### config.mk
export PLATFORM = sky130hd
export DESIGN_NAME = weighted_moving_average
export DESIGN_NICKNAME = d
export VERILOG_FILES = /design/src/design/wma_pkg.sv /design/src/design/wma_cfg.sv /design/src/design/wma_front.sv /design/src/design/wma_queue.sv /design/src/design/wma_back.sv /design/src/design/weighted_moving_average.sv
export SDC_FILE = /design/constraint.sdc
export NUM_CORES = 2
export LEC_CHECK = 0
export BUFFER_PORTS_ARGS = -buffer_cell sky130_fd_sc_hd__buf_4
export CORE_ASPECT_RATIO = 0.5
export CORE_MARGIN = 2
export CORE_UTILIZATION = 50
export CTS_BUF_LIST = sky130_fd_sc_hd__clkbuf_2
export CTS_CLUSTER_SIZE = 16
export DETAILED_ROUTE_END_ITERATION = 10
export PLACE_DENSITY = 0.66
export SLEW_MARGIN = 25
export SYNTH_ARGS = -nofsm -noshare
export SYNTH_HDL_FRONTEND = slang
export SYNTH_HIERARCHICAL = 1
export SYNTH_SLANG_ARGS = --single-unit
export TNS_END_PERCENT = 30
### constraint.sdc
create_clock -name clk_i -period 20.6 [get_ports clk_i]
set_clock_uncertainty 0.2 [all_clocks]
set_input_delay 1.03 -clock clk_i [delete_from_list [all_inputs] [get_ports clk_i]]
set_output_delay 1.03 -clock clk_i [all_outputs]
set_load 0.01 [all_outputs]
### src/design/wma_pkg.sv
// Shared types, widths and codes of the weighted moving average block.
`timescale 1ns / 1ps
`default_nettype none
package wma_pkg;

  localparam int SAMPLE_W     = 16;
  localparam int NUM_W        = 7;
  localparam int TAP_W        = 3;
  localparam int IDX_W        = 3;
  localparam int CNT_W        = 4;
  localparam int WSUM_W       = 19;
  localparam int PROD_W       = 32;
  localparam int ACC_W        = 34;
  localparam int QUO_W        = 18;
  localparam int DMAG_W       = 18;
  localparam int DSH_W        = DMAG_W + QUO_W - 1;
  localparam int STEP_W       = 5;
  localparam int MIN_TAPS     = 3;
  localparam int MAX_TAPS_DEF = 7;

  localparam logic [IDX_W-1:0]    REG_TAP_COUNT = 3'd0;
  localparam logic [IDX_W-1:0]    REG_WEIGHT_0  = 3'd1;
  localparam logic [CNT_W-1:0]    COUNT_MAX     = 4'd15;
  localparam logic [SAMPLE_W-1:0] VAL_MAX       = 16'h7fff;
  localparam logic [SAMPLE_W-1:0] VAL_MIN       = 16'h8000;

  typedef enum logic [1:0] {
    ST_OK       = 2'd0,
    ST_BAD_TAPS = 2'd1,
    ST_ZERO_SUM = 2'd2
  } status_e;

  typedef enum logic [2:0] {
    BK_IDLE,
    BK_MAC,
    BK_ABS,
    BK_DIV,
    BK_FIN,
    BK_EMIT
  } back_state_e;

  typedef logic [NUM_W-1:0][SAMPLE_W-1:0] weights_t;

  typedef struct packed {
    logic                     busy;
    logic [TAP_W-1:0]         taps;
    logic signed [WSUM_W-1:0] wsum;
  } cfg_t;

  typedef struct packed {
    status_e    status;
    logic       lead;
    logic       calc;
    logic [1:0] trail;
    logic       eos;
  } job_t;

  localparam int JOB_W = $bits(job_t);

endpackage
`default_nettype wire

### src/design/wma_cfg.sv
// Configuration registers and serial refresh of the weight sum.
`timescale 1ns / 1ps
`default_nettype none
module wma_cfg
  import wma_pkg::*;
(
  input  wire logic                clk_i,
  input  wire logic                rst_ni,
  input  wire logic                cfg_we_i,
  input  wire logic [IDX_W-1:0]    cfg_index_i,
  input  wire logic [SAMPLE_W-1:0] cfg_data_i,
  output cfg_t                     cfg_o,
  output weights_t                 weights_o
);

  logic [TAP_W-1:0]         taps_q;
  weights_t                 weights_q;
  logic signed [WSUM_W-1:0] wsum_q;
  logic signed [WSUM_W-1:0] sw_acc_q;
  logic [IDX_W-1:0]         sw_cnt_q;
  logic                     busy_q;
  logic [IDX_W-1:0]         widx;
  logic signed [WSUM_W-1:0] term;

  assign widx = IDX_W'(cfg_index_i - REG_WEIGHT_0);
  assign term = (sw_cnt_q < taps_q) ? WSUM_W'($signed(weights_q[sw_cnt_q])) : '0;

  always_ff @(posedge clk_i or negedge rst_ni) begin
    if (!rst_ni) begin
      taps_q    <= TAP_W'(MIN_TAPS);
      weights_q <= {{(NUM_W - 3){16'd0}}, {3{16'd1}}};
      wsum_q    <= 19'sd3;
      sw_acc_q  <= '0;
      sw_cnt_q  <= '0;
      busy_q    <= 1'b0;
    end else if (cfg_we_i) begin
      if (cfg_index_i == REG_TAP_COUNT) begin
        taps_q <= cfg_data_i[TAP_W-1:0];
      end else begin
        weights_q[widx] <= cfg_data_i;
      end
      // restart the sum sweep on every write
      busy_q   <= 1'b1;
      sw_cnt_q <= '0;
      sw_acc_q <= '0;
    end else if (busy_q) begin
      if (sw_cnt_q == IDX_W'(NUM_W - 1)) begin
        wsum_q <= sw_acc_q + term;
        busy_q <= 1'b0;
      end else begin
        sw_acc_q <= sw_acc_q + term;
        sw_cnt_q <= sw_cnt_q + 1'b1;
      end
    end
  end

  assign cfg_o.busy = busy_q;
  assign cfg_o.taps = taps_q;
  assign cfg_o.wsum = wsum_q;
  assign weights_o  = weights_q;

endmodule
`default_nettype wire

### src/design/wma_front.sv
// Front end: sample window, position count and classification of each request.
`timescale 1ns / 1ps
`default_nettype none
module wma_front
  import wma_pkg::*;
#(
  parameter int MAX_TAPS = MAX_TAPS_DEF
) (
  input  wire logic                                 clk_i,
  input  wire logic                                 rst_ni,
  input  wire logic                                 in_valid_i,
  output logic                                      in_stall_o,
  input  wire logic [SAMPLE_W-1:0]                  sample_i,
  input  wire logic                                 end_of_series_i,
  input  wire cfg_t                                 cfg_i,
  input  wire logic                                 q_full_i,
  output logic                                      push_o,
  output job_t                                      job_o,
  output logic [MAX_TAPS-1:0][SAMPLE_W-1:0]         win_o
);

  logic [MAX_TAPS-1:0][SAMPLE_W-1:0] win_q;
  logic [MAX_TAPS-1:0][SAMPLE_W-1:0] win_d;
  logic [CNT_W-1:0]                  seen_q;
  logic [CNT_W-1:0]                  seen_d;
  logic                              accept;
  logic                              bad_taps;
  logic [1:0]                        half;
  logic [CNT_W-1:0]                  half_w;
  logic [CNT_W-1:0]                  mid_trail;
  logic                              lead;
  logic                              calc;
  logic [1:0]                        trail;
  job_t                              job;

  assign in_stall_o = cfg_i.busy | q_full_i;
  assign accept     = in_valid_i & ~in_stall_o;

  always_comb begin
    win_d = win_q;
    for (int d = MAX_TAPS - 1; d > 0; d--) begin
      win_d[d] = win_q[d-1];
    end
    win_d[0] = sample_i;
  end

  assign seen_d = end_of_series_i ? '0 :
                  (seen_q == COUNT_MAX) ? COUNT_MAX : seen_q + 1'b1;

  assign bad_taps = ~cfg_i.taps[0] || (cfg_i.taps < TAP_W'(MIN_TAPS)) ||
                    (cfg_i.taps > TAP_W'(MAX_TAPS));
  assign half      = cfg_i.taps[2:1];
  assign half_w    = CNT_W'(half);
  assign lead      = seen_q < half_w;
  assign calc      = seen_q >= {half_w[CNT_W-2:0], 1'b0};
  assign mid_trail = seen_q - half_w + 1'b1;

  always_comb begin
    trail = 2'd0;
    if (end_of_series_i) begin
      if (calc) begin
        trail = half;
      end else if (!lead) begin
        trail = mid_trail[1:0];
      end
    end
  end

  always_comb begin
    job.status = ST_OK;
    job.lead   = lead;
    job.calc   = calc;
    job.trail  = trail;
    job.eos    = end_of_series_i;
    // an error gives exactly one result, whatever the position
    if (bad_taps || cfg_i.wsum == '0) begin
      job.status = bad_taps ? ST_BAD_TAPS : ST_ZERO_SUM;
      job.lead   = 1'b0;
      job.calc   = 1'b0;
      job.trail  = 2'd0;
    end
  end

  assign push_o = accept && (job.status != ST_OK || job.lead || job.calc ||
                             job.trail != 2'd0);
  assign job_o  = job;
  assign win_o  = win_d;

  always_ff @(posedge clk_i or negedge rst_ni) begin
    if (!rst_ni) begin
      seen_q <= '0;
    end else if (accept) begin
      seen_q <= seen_d;
    end
  end

  always_ff @(posedge clk_i) begin
    if (accept) begin
      win_q <= win_d;
    end
  end

endmodule
`default_nettype wire

### src/design/wma_queue.sv
// Two-entry queue between the front and the back end.
`timescale 1ns / 1ps
`default_nettype none
module wma_queue #(
  parameter int DATA_W = 8
) (
  input  wire logic              clk_i,
  input  wire logic              rst_ni,
  input  wire logic              push_i,
  input  wire logic [DATA_W-1:0] data_i,
  input  wire logic              pop_i,
  output logic [DATA_W-1:0]      data_o,
  output logic                   valid_o,
  output logic                   full_o
);

  logic [DATA_W-1:0] mem_q [2];
  logic              wr_ptr_q;
  logic              rd_ptr_q;
  logic [1:0]        cnt_q;
  logic              do_pop;

  assign valid_o = cnt_q != 2'd0;
  assign full_o  = cnt_q == 2'd2;
  assign do_pop  = pop_i & valid_o;
  assign data_o  = mem_q[rd_ptr_q];

  always_ff @(posedge clk_i or negedge rst_ni) begin
    if (!rst_ni) begin
      wr_ptr_q <= 1'b0;
      rd_ptr_q <= 1'b0;
      cnt_q    <= 2'd0;
    end else begin
      if (push_i) begin
        wr_ptr_q <= ~wr_ptr_q;
      end
      if (do_pop) begin
        rd_ptr_q <= ~rd_ptr_q;
      end
      if (push_i && !do_pop) begin
        cnt_q <= cnt_q + 2'd1;
      end else if (do_pop && !push_i) begin
        cnt_q <= cnt_q - 2'd1;
      end
    end
  end

  always_ff @(posedge clk_i) begin
    if (push_i) begin
      mem_q[wr_ptr_q] <= data_i;
    end
  end

endmodule
`default_nettype wire

### src/design/wma_back.sv
// Back end: serial multiply-accumulate, serial divider and result sequencing.
`timescale 1ns / 1ps
`default_nettype none
module wma_back
  import wma_pkg::*;
#(
  parameter int MAX_TAPS = MAX_TAPS_DEF
) (
  input  wire logic                         clk_i,
  input  wire logic                         rst_ni,
  input  wire logic                         q_valid_i,
  input  wire job_t                         q_job_i,
  input  wire logic [MAX_TAPS-1:0][SAMPLE_W-1:0] q_win_i,
  output logic                              q_pop_o,
  input  wire cfg_t                         cfg_i,
  input  wire weights_t                     weights_i,
  output logic                              out_valid_o,
  input  wire logic                         out_stall_i,
  output logic [SAMPLE_W-1:0]               value_o,
  output logic                              valid_res_o,
  output logic [1:0]                        status_o,
  output logic                              last_o
);

  localparam int WIN_IW = (MAX_TAPS > 1) ? $clog2(MAX_TAPS) : 1;

  back_state_e state_q, state_d;

  logic [MAX_TAPS-1:0][SAMPLE_W-1:0] win_q;
  logic                     eos_q;
  logic [1:0]               trail_q;
  logic [TAP_W-1:0]         k_q;
  logic signed [PROD_W-1:0] prod_q;
  logic                     prod_vld_q;
  logic signed [ACC_W-1:0]  acc_q;
  logic                     neg_q;
  logic [ACC_W-1:0]         rem_q;
  logic [DSH_W-1:0]         dsh_q;
  logic [QUO_W-1:0]         quo_q;
  logic [STEP_W-1:0]        step_q;
  logic [SAMPLE_W-1:0]      res_value_q;
  logic                     res_valid_q;
  status_e                  res_status_q;
  logic                     out_valid_q;
  logic [SAMPLE_W-1:0]      out_value_q;
  logic                     out_vres_q;
  status_e                  out_status_q;
  logic                     out_last_q;

  logic                     out_free;
  logic                     emit;
  logic                     head;
  logic                     in_taps;
  logic [TAP_W-1:0]         tap_sel;
  logic [TAP_W-1:0]         win_sel;
  logic signed [SAMPLE_W-1:0] w_sel;
  logic signed [SAMPLE_W-1:0] x_sel;
  logic [ACC_W-1:0]         acc_mag;
  logic [WSUM_W-1:0]        wsum_mag;
  logic                     ge;
  logic                     sat;
  logic [SAMPLE_W-1:0]      fin_value;

  assign out_free = ~out_valid_q | ~out_stall_i;
  assign head     = q_job_i.status != ST_OK || q_job_i.lead || q_job_i.calc;

  // next state and handshake control
  always_comb begin
    state_d = state_q;
    q_pop_o = 1'b0;
    emit    = 1'b0;
    case (state_q)
      BK_IDLE: begin
        if (q_valid_i) begin
          q_pop_o = 1'b1;
          if (q_job_i.calc) begin
            state_d = BK_MAC;
          end else if (head || q_job_i.trail != 2'd0) begin
            state_d = BK_EMIT;
          end
        end
      end
      BK_MAC: begin
        if (k_q == cfg_i.taps) begin
          state_d = BK_ABS;
        end
      end
      BK_ABS: state_d = BK_DIV;
      BK_DIV: begin
        if (step_q == '0) begin
          state_d = BK_FIN;
        end
      end
      BK_FIN: state_d = BK_EMIT;
      BK_EMIT: begin
        if (out_free) begin
          emit = 1'b1;
          if (trail_q == 2'd0) begin
            state_d = BK_IDLE;
          end
        end
      end
      default: state_d = BK_IDLE;
    endcase
  end

  always_ff @(posedge clk_i or negedge rst_ni) begin
    if (!rst_ni) begin
      state_q <= BK_IDLE;
    end else begin
      state_q <= state_d;
    end
  end

  // multiply-accumulate operands, one tap a cycle
  assign in_taps = k_q < cfg_i.taps;
  assign tap_sel = in_taps ? k_q : '0;
  assign win_sel = in_taps ? TAP_W'(cfg_i.taps - 1'b1 - k_q) : '0;
  assign w_sel   = $signed(weights_i[tap_sel]);
  assign x_sel   = $signed(win_q[win_sel[WIN_IW-1:0]]);

  assign acc_mag  = acc_q[ACC_W-1] ? ACC_W'(-acc_q) : ACC_W'(acc_q);
  assign wsum_mag = cfg_i.wsum[WSUM_W-1] ? WSUM_W'(-cfg_i.wsum) : WSUM_W'(cfg_i.wsum);

  assign ge = DSH_W'(rem_q) >= dsh_q;

  // clamp quotients of 2^15 and above
  assign sat       = quo_q[QUO_W-1:SAMPLE_W-1] != '0;
  assign fin_value = sat ? (neg_q ? VAL_MIN : VAL_MAX) :
                     neg_q ? (~quo_q[SAMPLE_W-1:0] + 1'b1) : quo_q[SAMPLE_W-1:0];

  always_ff @(posedge clk_i) begin
    case (state_q)
      BK_IDLE: begin
        if (q_pop_o) begin
          win_q        <= q_win_i;
          eos_q        <= q_job_i.eos;
          trail_q      <= (head || q_job_i.trail == 2'd0) ? q_job_i.trail :
                          q_job_i.trail - 2'd1;
          k_q          <= '0;
          acc_q        <= '0;
          prod_vld_q   <= 1'b0;
          res_value_q  <= '0;
          res_valid_q  <= 1'b0;
          res_status_q <= q_job_i.status;
        end
      end
      BK_MAC: begin
        prod_q     <= PROD_W'(w_sel * x_sel);
        prod_vld_q <= in_taps;
        if (prod_vld_q) begin
          acc_q <= acc_q + ACC_W'(prod_q);
        end
        k_q <= k_q + 1'b1;
      end
      BK_ABS: begin
        neg_q  <= acc_q[ACC_W-1] ^ cfg_i.wsum[WSUM_W-1];
        rem_q  <= acc_mag;
        dsh_q  <= {wsum_mag[DMAG_W-1:0], (QUO_W - 1)'(0)};
        quo_q  <= '0;
        step_q <= STEP_W'(QUO_W - 1);
      end
      BK_DIV: begin
        if (ge) begin
          rem_q <= rem_q - dsh_q[ACC_W-1:0];
        end
        quo_q  <= {quo_q[QUO_W-2:0], ge};
        dsh_q  <= dsh_q >> 1;
        step_q <= step_q - 1'b1;
      end
      BK_FIN: begin
        res_value_q  <= fin_value;
        res_valid_q  <= 1'b1;
        res_status_q <= ST_OK;
      end
      BK_EMIT: begin
        if (emit && trail_q != 2'd0) begin
          res_value_q  <= '0;
          res_valid_q  <= 1'b0;
          res_status_q <= ST_OK;
          trail_q      <= trail_q - 2'd1;
        end
      end
      default: ;
    endcase
  end

  // output register
  always_ff @(posedge clk_i or negedge rst_ni) begin
    if (!rst_ni) begin
      out_valid_q <= 1'b0;
    end else if (emit) begin
      out_valid_q <= 1'b1;
    end else if (!out_stall_i) begin
      out_valid_q <= 1'b0;
    end
  end

  always_ff @(posedge clk_i) begin
    if (emit) begin
      out_value_q  <= res_value_q;
      out_vres_q   <= res_valid_q;
      out_status_q <= res_status_q;
      out_last_q   <= eos_q && trail_q == 2'd0;
    end
  end

  assign out_valid_o = out_valid_q;
  assign value_o     = out_value_q;
  assign valid_res_o = out_vres_q;
  assign status_o    = out_status_q;
  assign last_o      = out_last_q;

  a_mac_bound: assert property (@(posedge clk_i) disable iff (!rst_ni)
    state_q == BK_MAC |-> k_q <= cfg_i.taps)
    else $error("tap counter ran past the tap count");

  a_div_len: assert property (@(posedge clk_i) disable iff (!rst_ni)
    (state_q == BK_DIV && step_q == '0) |=> state_q == BK_FIN)
    else $error("divider did not finish after its last step");

  a_fin_valid: assert property (@(posedge clk_i) disable iff (!rst_ni)
    state_q == BK_FIN |=> (state_q == BK_EMIT && res_valid_q))
    else $error("computed result not staged as valid");

  a_load_from_emit: assert property (@(posedge clk_i) disable iff (!rst_ni)
    $rose(out_valid_o) |-> $past(state_q) == BK_EMIT)
    else $error("output loaded outside the emit state");

endmodule
`default_nettype wire

### src/design/weighted_moving_average.sv
// Centered weighted moving average: top level.
//
// Input channel: sample_i and end_of_series_i, taken when in_valid_i is high
// and in_stall_o is low. Output channel: value_o, valid_res_o, status_o and
// last_o, taken when out_valid_o is high and out_stall_i is low; a held
// result stays put while out_stall_i is high.
// Each request yields zero to four results, one per series position; an
// error (bad tap count, zero weight sum) yields exactly one result.
// A request with a computed result passes through the back end's
// multiply-accumulate, its serial divider and the hand-over to the output,
// then emits its results one at a time; the divider is its longest step.
// Requests with invalid results go straight to emitting. The back end takes
// the next request only once the last has emitted all of its results.
// A two-entry queue lets the front take requests while the back works; the
// input stalls when it is full, and while the weight sum is refreshed after
// each configuration write.
// Reset restores the register defaults (three taps, weights 1,1,1) and
// empties the position count, the queue and the output register.
`timescale 1ns / 1ps
`default_nettype none
module weighted_moving_average
  import wma_pkg::*;
#(
  parameter int MAX_TAPS = MAX_TAPS_DEF
) (
  input  wire logic                clk_i,
  input  wire logic                rst_ni,
  input  wire logic                cfg_we_i,
  input  wire logic [IDX_W-1:0]    cfg_index_i,
  input  wire logic [SAMPLE_W-1:0] cfg_data_i,
  input  wire logic                in_valid_i,
  output logic                     in_stall_o,
  input  wire logic [SAMPLE_W-1:0] sample_i,
  input  wire logic                end_of_series_i,
  output logic                     out_valid_o,
  input  wire logic                out_stall_i,
  output logic [SAMPLE_W-1:0]      value_o,
  output logic                     valid_res_o,
  output logic [1:0]               status_o,
  output logic                     last_o
);

  localparam int WIN_BITS = MAX_TAPS * SAMPLE_W;
  localparam int Q_W      = JOB_W + WIN_BITS;

  cfg_t     cfg;
  weights_t weights;
  logic     q_full;
  logic     q_valid;
  logic     push;
  logic     pop;
  job_t     f_job;
  job_t     b_job;
  logic [MAX_TAPS-1:0][SAMPLE_W-1:0] f_win;
  logic [MAX_TAPS-1:0][SAMPLE_W-1:0] b_win;
  logic [Q_W-1:0] q_in;
  logic [Q_W-1:0] q_out;

  wma_cfg u_cfg (
    .clk_i       (clk_i),
    .rst_ni      (rst_ni),
    .cfg_we_i    (cfg_we_i),
    .cfg_index_i (cfg_index_i),
    .cfg_data_i  (cfg_data_i),
    .cfg_o       (cfg),
    .weights_o   (weights)
  );

  wma_front #(
    .MAX_TAPS (MAX_TAPS)
  ) u_front (
    .clk_i           (clk_i),
    .rst_ni          (rst_ni),
    .in_valid_i      (in_valid_i),
    .in_stall_o      (in_stall_o),
    .sample_i        (sample_i),
    .end_of_series_i (end_of_series_i),
    .cfg_i           (cfg),
    .q_full_i        (q_full),
    .push_o          (push),
    .job_o           (f_job),
    .win_o           (f_win)
  );

  assign q_in  = {f_job, f_win};
  assign b_job = job_t'(q_out[Q_W-1:WIN_BITS]);
  assign b_win = q_out[WIN_BITS-1:0];

  wma_queue #(
    .DATA_W (Q_W)
  ) u_queue (
    .clk_i   (clk_i),
    .rst_ni  (rst_ni),
    .push_i  (push),
    .data_i  (q_in),
    .pop_i   (pop),
    .data_o  (q_out),
    .valid_o (q_valid),
    .full_o  (q_full)
  );

  wma_back #(
    .MAX_TAPS (MAX_TAPS)
  ) u_back (
    .clk_i       (clk_i),
    .rst_ni      (rst_ni),
    .q_valid_i   (q_valid),
    .q_job_i     (b_job),
    .q_win_i     (b_win),
    .q_pop_o     (pop),
    .cfg_i       (cfg),
    .weights_i   (weights),
    .out_valid_o (out_valid_o),
    .out_stall_i (out_stall_i),
    .value_o     (value_o),
    .valid_res_o (valid_res_o),
    .status_o    (status_o),
    .last_o      (last_o)
  );

endmodule
`default_nettype wire

==> summary.md <==
| Metric | Value |
|---|---|
| P&R area growth vs syn | `9.11%` |
| Final period util | `between 50% and 60%` |
| Hold crit path type | `reg2reg` |
| Most frequent cells in the layout | `edfxtp_1, inv_1, nor2_1` |
| Crit path required time | `21.70 ns` |
| Cell taking the most area after synthesis | `edfxtp_1` |
| Die X | `approximately 440 um` |
| Top-area cell type share of the netlist area | `a little over 40%` |
| Initial antenna violation count | `2` |
| Warnings from Yosys | `6` |
| Fin Hold WS | `0.198 ns` |
| Final Util | `54.8%` |
| Tmin final | `10.61 ns` |
| Layout cell share with drive strength beyond 1 | `about 17%` |
| Ranking of synthesized cells by area | `edfxtp_1, fa_1, dfrtp_1` |
| Via Count | `between 30,000 and 40,000` |
| Die area | `roughly 0.1 mm^2` |
| I/O Buffers | `slightly above 60` |
| H-tree depth | `4` |
| Total negative slack | `0 ns` |
| CTS Buf Count | `180` |
| Synthesis-stage register bit count | `820` |
| CP max-delay cell | `and2_1` |
| Least-Margin Pin Slew | `1.12 ns` |
| Number of global-route vias before repair | `~31,000` |
| Nets | `about 4,700` |
| First-pass GRT wire length | `~170,000 um` |
| Most common cell after layout, fill and taps aside | `edfxtp_1` |
| Routed WL | `about 110,000 um` |
| Site Rows | `80` |
| Drt wl/cell | `roughly 20 um` |
| Core ar. | `0.0949 mm^2` |
| DRC Markers | `0` |
| Sink Count | `820` |
| Fin. max-slew vios | `0` |
| Asr flop ratio synth | `between 20% and 30%` |
| Worst Setup Path Type | `reg2reg` |
| Cell count after synthesis | `slightly below 4,000` |
| Post-DP HPWL | `about 76,000 um` |
| Post-CTS sizing | `0` |
| Max stage delay on crit path | `0.85 ns` |
| Maximum fanout along the worst path | `16` |
| Top Ports | `63` |
| CP Capture Type | `flip-flop` |
| CTS tree | `built` |
| DRT iter0 DRCs | `roughly 2,200` |
| Crit path DAT | `approximately 12 ns` |
| Gr usage total | `22.7%` |
| Synthesized net count | `4,464` |
| Largest net degree at the start of global routing | `just under 80` |
| Initial Utilization | `50.3%` |
| Clk slew on worst S/H paths | `about 0.13 ns` |
| Post-synth EDFFs | `651` |
| Post-route ant nets | `0` |
| Mapped Area | `0.0477 mm^2` |
| Most used cell, CP | `fa_1` |
| RSZ-0062 raised after global routing | `no` |
| R2R depth | `29` |
| Worst-skew pair later-pin latency | `1.64 ns` |
| Chip height | `222 um` |
| Hold Crit Depth | `0` |
| Part of the Yosys area used for sequential elements | `between 40% and 50%` |
| Root buf cell | `clkbuf_2` |
| Fin. Hold Viols | `0` |
| Fmax | `about 0.094 GHz` |
| Mean Syn Cell Area | `between 10 and 15 um^2` |
| Post-synth cell types | `just under 90` |
| Setup violations, final | `0` |
| Max-cap viol count | `0` |
| Startpoint types | `flip-flop` |
| Max Root-Sink Buffers | `3` |
| Gpl congestion | `a little under 1` |
| Status | `complete, no violations` |
| Worst slew margin | `23.1%` |
| Detailed Routing Iterations Pass 1 | `6` |
| Main synth FF type | `edfxtp_1` |
| Total grt overflow | `0` |
| Avg Vias per Cell | `between 5 and 6` |
==> stage by stage <==
stage	setup slack [ns]	area (um^2)	instances
2_1_floorplan	11.64	47700	3966
3_3_place_gp	9.77	49400	5187
3_5_place_dp	9.86	49500	5190
4_1_cts	9.74	51900	5580
5_1_grt	9.49	52000	5586
6_report	9.99	52000	5589
==> sequential cells by signal (all words and copies together) (netlist names), 3 cells and up <==
name and cells:
u_back/state_q 3, u_cfg/sw_cnt_q 3, u_back/quo_q 18, u_front/win_o 96, u_front/seen_q 4, u_cfg/sw_acc_q 19
u_back/rem_q 34, u_back/step_q 5, u_back/acc_q 34, u_back/res_value_q 16, u_queue/mem_q 238, u_cfg/taps_q 3
u_cfg/weights_o 112, u_cfg/wsum_q 19, u_back/win_q 112, u_back/dsh_q 35, u_back/value_o 16, u_back/prod_q 32
u_back/k_q 3
==> cells by family (layout without fill, tap and decap cells) <==
family          after synthesis  in the layout  synth area share, %
flops                       820            820                 49.9
mux                         310            310                 7.99
buf+inv                     586            933                 4.96
simple gates               1025           1025                 9.79
xor+xnor                    166            166                 3.08
fa+ha+maj                   457            457                 16.2
compound gates              602            602                 8.13
other cells                   0              5                    0
==> worst paths after layout <==
kind | start | to | slack (ns)
setup / recovery | u_back/k_q[0]$_SDFFCE_PN0P_ | u_back/prod_q[30]$_DFFE_PP_ | 9.99
hold / removal | u_front/win_o[102]$_DFFE_PP_ | u_queue/mem_q[0][102]$_DFFE_PP_ | 0.20
setup reg to reg | u_back/k_q[0]$_SDFFCE_PN0P_ | u_back/prod_q[30]$_DFFE_PP_ | 9.99
hold reg to reg | u_front/win_o[102]$_DFFE_PP_ | u_queue/mem_q[0][102]$_DFFE_PP_ | 0.20
max in group asynchronous | rst_ni | u_cfg/weights_o[110]$_DFFE_PN0P_ | 18.45
min in group asynchronous | rst_ni | u_cfg/sw_cnt_q[2]$_DFFE_PN0P_ | 0.27
==> worst max-delay path, delay by kind of cell, from the launching register on <==
family          cells  cell delay (ns)
compound gates      7             1.77
flops               1             0.74
fa+ha+maj           9             4.16
mux                 1             0.82
xor+xnor            2             0.59
simple gates        4             1.36
buf+inv             6             0.67
==> metal layers <==
layer	wire, um	track usage [%]
met1	49700	31.8
met2	49000	34.2
met3	7900	5.95
met4	2870	8.29
met5	0	0
==> area by class of cell <==
type | instances | area (um^2)
timing repair buffer | 196 | 1760
inverter | 427 | 1610
multi-input combinational | 2560 | 21700
clock inverter | 54 | 329
antenna | 5 | 12.5
clock buffer | 256 | 1280
fill | 8116 | 42900
tap | 1271 | 1590
sequential | 820 | 23800
==> Yosys cell counts (17+ instances only) <==
library cell / count
nand3_1: 75
dfrtp_1: 162
buf_4: 18
and2_1: 18
inv_1: 426
and3_1: 27
a211oi_1: 35
a21oi_1: 166
xor2_1: 64
clkbuf_1: 109
nor3_1: 31
nand2b_1: 40
nand2_1: 322
a31oi_1: 18
xnor2_1: 101
mux4_2: 32
o21bai_1: 17
ha_1: 191
fa_1: 266
o21ai_0: 145
nor2_1: 376
mux2_2: 243
edfxtp_1: 651
mux2i_1: 33
o31ai_1: 25
o21a_1: 31
a21o_1: 49
==> repair_timing <==
item,4_1_cts,5_1_grt
endpoints found under the setup margin,0,0
hold buffers,80,0
setup buffers,0,0
hold endpoints to repair,367,0
Power is not shown: default switching activity piles up to over one toggle a cycle in this logic, so the estimate is an artifact.
